$ cat src/rtl/core/ezp_pkg.sv
// shared types and constants for the eased zoom/pan block
`default_nettype none
package ezp_pkg;

    typedef struct packed {
        logic [9:0]         tick_ms;
        logic [15:0]        cur_zoom;
        logic signed [19:0] cur_x;
        logic signed [19:0] cur_y;
    } ezp_in_t;

    typedef struct packed {
        logic [15:0]        new_zoom;
        logic signed [19:0] new_x;
        logic signed [19:0] new_y;
        logic               finished;
    } ezp_out_t;

    localparam int CFG_IDX_W = 3;
    localparam int CFG_DATA_W = 20;

    localparam logic [2:0] REG_TARGET_ZOOM = 3'd0;
    localparam logic [2:0] REG_PAN_GOAL_X  = 3'd1;
    localparam logic [2:0] REG_PAN_GOAL_Y  = 3'd2;
    localparam logic [2:0] REG_PAN_ENABLE  = 3'd3;
    localparam logic [2:0] REG_DURATION    = 3'd4;
    localparam logic [2:0] REG_EASE_MODE   = 3'd5;
    localparam logic [2:0] REG_MAP_WIDTH   = 3'd6;
    localparam logic [2:0] REG_MAP_HEIGHT  = 3'd7;

    localparam logic [1:0] EASE_LINEAR = 2'd0;
    localparam logic [1:0] EASE_SMOOTH = 2'd1;
    localparam logic [1:0] EASE_OUT    = 2'd2;

    localparam logic signed [19:0] POS_MAX = 20'sh7FFFF;

    // datapath operations issued by the controller
    typedef enum logic [3:0] {
        OP_NONE,
        OP_LOAD,
        OP_DIV_T_START,
        OP_DIV_STEP,
        OP_EASE1,
        OP_EASE2,
        OP_EASE3,
        OP_LERP_MUL,
        OP_LERP_ADD,
        OP_DIV_HX_START,
        OP_DIV_HY_START,
        OP_DIV_HX_DONE,
        OP_DIV_HY_DONE,
        OP_CLAMP,
        OP_OUTPUT
    } ezp_op_t;

    typedef struct packed {
        ezp_op_t op;
    } ezp_cmd_t;

    typedef struct packed {
        logic div_done;
    } ezp_stat_t;

endpackage
`default_nettype wire

$ cat src/rtl/core/ezp_ctrl.sv
// sequencing state machine for one tick transaction
`default_nettype none
module ezp_ctrl
(
    input  wire logic              clk,
    input  wire logic              rst_n,
    input  wire logic              in_take,
    input  wire logic              out_free,
    input  wire ezp_pkg::ezp_stat_t stat,
    output ezp_pkg::ezp_cmd_t      cmd,
    output logic                   busy
);
    import ezp_pkg::*;

    typedef enum logic [3:0] {
        S_IDLE, S_DIVT, S_E1, S_E2, S_E3, S_LMUL, S_LADD,
        S_DIVX, S_DIVY, S_CLAMP, S_OUT
    } state_t;

    state_t state_reg;
    ezp_op_t op;

    always_comb
    begin
        op = OP_NONE;
        unique case (state_reg)
            S_IDLE:  op = in_take ? OP_LOAD : OP_NONE;
            S_DIVT:  op = stat.div_done ? OP_NONE : OP_DIV_STEP;
            S_E1:    op = OP_EASE1;
            S_E2:    op = OP_EASE2;
            S_E3:    op = OP_EASE3;
            S_LMUL:  op = OP_LERP_MUL;
            S_LADD:  op = OP_LERP_ADD;
            S_DIVX:  op = stat.div_done ? OP_DIV_HX_DONE : OP_DIV_STEP;
            S_DIVY:  op = stat.div_done ? OP_DIV_HY_DONE : OP_DIV_STEP;
            S_CLAMP: op = OP_CLAMP;
            S_OUT:   op = out_free ? OP_OUTPUT : OP_NONE;
            default: op = OP_NONE;
        endcase
    end

    assign cmd.op = op;
    assign busy = (state_reg != S_IDLE);

    always_ff @(posedge clk or negedge rst_n)
    begin
        if (!rst_n)
        begin
            state_reg <= S_IDLE;
        end
        else
        begin
            unique case (state_reg)
                S_IDLE:  if (in_take) state_reg <= S_DIVT;
                S_DIVT:  if (stat.div_done) state_reg <= S_E1;
                S_E1:    state_reg <= S_E2;
                S_E2:    state_reg <= S_E3;
                S_E3:    state_reg <= S_LMUL;
                S_LMUL:  state_reg <= S_LADD;
                S_LADD:  state_reg <= S_DIVX;
                S_DIVX:  if (stat.div_done) state_reg <= S_DIVY;
                S_DIVY:  if (stat.div_done) state_reg <= S_CLAMP;
                S_CLAMP: state_reg <= S_OUT;
                S_OUT:   if (out_free) state_reg <= S_IDLE;
                default: state_reg <= S_IDLE;
            endcase
        end
    end
endmodule
`default_nettype wire

$ cat config.mk
export PLATFORM = sky130hd
export DESIGN_NAME = ezp_ctrl
export DESIGN_NICKNAME = d
export VERILOG_FILES = /design/src/rtl/core/ezp_pkg.sv /design/src/rtl/core/ezp_ctrl.sv
export SDC_FILE = /design/constraint.sdc
export NUM_CORES = 1
export LEC_CHECK = 0
export ABC_CLOCK_PERIOD_IN_PS = 1400
export BUFFER_PORTS_ARGS = -buffer_cell sky130_fd_sc_hd__buf_2
export CAP_MARGIN = 5
export CORE_MARGIN = 2
export CORE_UTILIZATION = 29
export CTS_CLUSTER_DIAMETER = 40
export DETAILED_ROUTE_END_ITERATION = 8
export GPL_TIMING_DRIVEN = 0
export SYNTH_ARGS = -nofsm -noshare
export SYNTH_HDL_FRONTEND = slang
export SYNTH_SLANG_ARGS = --single-unit
$ cat constraint.sdc
create_clock -name clk -period 1.4 [get_ports clk]
set_clock_uncertainty 0.05 [all_clocks]
set_input_delay 0.14 -clock clk [delete_from_list [all_inputs] [get_ports clk]]
set_output_delay 0.14 -clock clk [all_outputs]
set_load 0.1 [all_outputs]
# After elaboration in Yosys (flattened, before gate mapping)
# Index checks and enable logic that the tools add are counted.
classes:
  n_reduce_logical: 3
  n_mux: 12
  n_eq_ne: 15
ops:
  columns: ["operator", "n"]
  rows:
  - ["one-hot mux 4 bit (11 select lines)", 2]
  - ["2-to-1 mux 4 bit", 8]
  - ["equality test 4 x 3 -> 1 bit (second input constant)", 4]
  - ["equality test 4 bit (second input constant)", 3]
  - ["inequality test 2 bit (second input constant)", 5]
  - ["equality test 4 x 2 -> 1 bit (second input constant)", 2]
  - ["AND reduction 5 bit", 1]
  - ["equality test 4 x 1 -> 1 bit (second input constant)", 1]
  - ["logical NOT 4 bit", 1]
  - ["nonzero test 4 bit", 1]
  - ["2-to-1 mux 2 bit", 1]
  - ["2-to-1 mux 1 bit", 1]
word_totals:
  output_inout_bits: 5
  ff_bits: 4
  in_bits: 5
  word_cells: 31

# Depth between registers and ports, before layout
logic_depth:
  ltp_word: 3
  mapped_depth: 5
  depth_no_buf: 4

# Worst setup path before layout
# OpenSTA, ideal clock, no wires.
synth_path:
  path_kind: "register to output"
  from: "register state_reg[0]"
  to: "output port cmd[0] (netlist bit)"
  stages_incl_launch_ff: 6
  path_slack_ns: -1.833
  n_path_buf: 1
  required_time_ns: 1.210
  arrival_time_ns: 3.043
  cell_sequence: "dfrtp_1 > buf_4 > nor2_1 > a31oi_1 > nor2_1 > a311oi_1"
synth_rtl:
  columns: ["element", "line", "text"]
  rows:
  - ["start, declared", "ezp_ctrl.sv:20", "state_t state_reg;"]
  - ["start signal, assigned", "ezp_ctrl.sv:49", "state_reg <= S_IDLE;"]
  - ["start signal, assigned", "ezp_ctrl.sv:54", "S_IDLE: if (in_take) state_reg <= S_DIVT;"]
  - ["start signal, assigned", "ezp_ctrl.sv:55", "S_DIVT: if (stat.div_done) state_reg <= S_E1;"]
  - ["end, declared", "ezp_ctrl.sv:10", "output ezp_pkg::ezp_cmd_t cmd,"]

==> flow_summary.yaml <==
global_routing:
  antenna_found_initial: 0
  grtUsageTotal: 0.2140
  grt_pass1_vias: 481
  gr-total-overflow: 0
  grt_pass1_wl_mm: 2.208
  grt_max_degree: 11
route:
  vias: 518
  drt_iter0_drc: 13
  dr.pass1.iters: 4
  drc: 0
  ant_nets: 0
  avgViaCountPerCell: 5.692
  wirelength_mm: 1.290
  wire_per_inst_um: 14.18
critical_path:
  start_kind: "flop"
  crit_fanout: 5
  critPathMaxStageDelay_ps: 390
  crit_arrival_ps: 1490
  path_class: "flop to primary output"
  timing.critical_path.cells: "buf_6 > inv_2 > a21oi_1 > a311oi_4 > buf_12"
  cp_slowest_cell: "dfrtp_1"
  worst_ep_required_time_ps: 1210
  end_kind: "primary output"
status:
  status: "finished, violations left"
  violations: "negative setup slack"
timing:
  finalCritPeriodShare: 1.198
  min_period_ps: 1677
  tightestPinTransition_ps: 259.9
  final-setup-viol-count: 6
  hold_slack_ps: 190.4
  slew_headroom: 0.8274
  setup_slack_ps: -277.0
  hold_viol_final: 0
  rsz0062_at_grt: "true"
  clock.fmax_mhz: 596.3
  drv_slew: 0
clock_network:
  clk_latency_ps: 240
  max-clock-path-buffers: 2
  cts_root_buf: "clkbuf_4"
  htreeDepth: 1
  cts_made_buffers: 3
  clkTransAtPathRegs_ps: 40
  cts_tree: "built"
  numClockSinks: 4
floorplan:
  die_y_um: 40.69
  core-area_sq_um: 1285
  dieArea_sq_um: 1656
  fp-row-count: 13
  io_pins: 10
  initial_utilization: 0.3038
  fp.dieW_um: 40.69
synthesis:
  post_synth.cell_area_avg_sq_um: 6.849
  synth.top_cell.area_share: 0.2564
  yosysWarnings: 0
  synth_top_cell_by_area: "dfrtp_1"
  syn-num-nets: 62
  syn_inst: 57
  ys_seq_area_frac: 0.2564
  syn_area_sq_um: 390.4
  ys_ff_latch: 4
  synth_area_leaders: "dfrtp_1, a21oi_1, nor2_1"
  ys_types: 22
placed_design:
  dpl.cell_count: 80
  gp_congestion: 0.7598
  hpwlAfterDp_um: 731.9
  portBuffers: 8
  place_area_sq_um: 535.5
layout:
  layout-drive-gt1-share: 0.5921
  num-fill-cells: 110
  num_antenna_cells: 0
  layout.area.seq_sq_um: 102.6
  nets: 83
  largest_reg_flops: 4
  final_cells: 91
  layout_common_cells: "buf_6, nor2_1, buf_12"
  area_delta_synth_final_pct: 97.44
  design_area_sq_um: 770.7
  multiInputGateArea_sq_um: 347.8
worst_hold_path:
  min_path_type: "input pin to async pin"
run:
  drv_cap: 0
synth_stat cells, drive strengths merged:
| master | count |
|---|---|
| o32ai | 1 |
| buf | 5 |
| nor4 | 1 |
| a21oi | 8 |
| nor3 | 4 |
| inv | 4 |
| a211o | 1 |
| o221ai | 1 |
| a311oi | 1 |
| a31oi | 1 |
| nand2 | 5 |
| dfrtp | 4 |
| a22o | 2 |
| o22ai | 2 |
| nand3 | 2 |
| nand2b | 1 |
| o21ai | 3 |
| or3 | 1 |
| nor2 | 10 |
metal layers:
metal	GRT usage	up-vias	share of wire	routed length, um
li1	-	245	-	-
met1	0.2640	244	0.41	534
met2	0.3333	23	0.49	631
met3	0.08152	6	0.056	72
met4	0.08333	0	0.040	52
met5	0	-	0	0
critical path: cells and delay by family, from the launching register on:
family                 cells  cell delay, ps
buffers and inverters      3             440
AOI/OAI and AO/OA          2             420
DFF                        1             390
metrics by stage:
step | util | TNS, ps | worst slack (ps)
floorplan | - | -728.5 | -479.4
global placement | 0.4167 | -921.3 | -305.5
detailed placement | 0.4167 | -920.5 | -302.0
CTS | 0.5940 | -958.8 | -284.3
global route | 0.5998 | -1359 | -352.0
finish | 0.5998 | -1019 | -277.0
what timing repair did:
action | 4_1_cts | 5_1_grt
setup endpoints to repair | 5 | 6
hold buffers | 1 | 0
setup buffers | 6 | 1
hold endpoints to repair | 4 | 0
pin swaps | 8 | 0
gates resized for setup | 37 | 0
cloned | 0 | 0
path summary, 6_finish.rpt:
check | from | to | slack [ps] | cells past startpoint
max in group asynchronous | rst_n | state_reg[0] | 980 | 2
min | rst_n | state_reg[1] | 190 | 2
max | state_reg[3] | cmd[0] | -280 | 5
min in group clk | out_free | state_reg[3] | 270 | 4
min reg2reg | state_reg[2] | state_reg[2] | 640 | 3
max reg2reg | state_reg[3] | state_reg[0] | 0 | 5
final cells by class:
class	count	area share
clock buffers	3	0.02922
plain buffers	5	0.06818
multi-input cells	44	0.4513
inverters	4	0.03247
flip-flops and latches	4	0.1331
repair buffers	16	0.2614
well taps	15	0.02435
kinds of logic after synthesis:
| logic type | after synthesis | synth area share |
|---|---|---|
| compound gates | 20 | 0.3237 |
| buf+inv | 9 | 0.1442 |
| flops | 4 | 0.2564 |
| simple gates | 24 | 0.2757 |
Power is left out: the tool's default activity adds up to more than one toggle a clock period on the data nets, which glitch-free logic cannot reach.
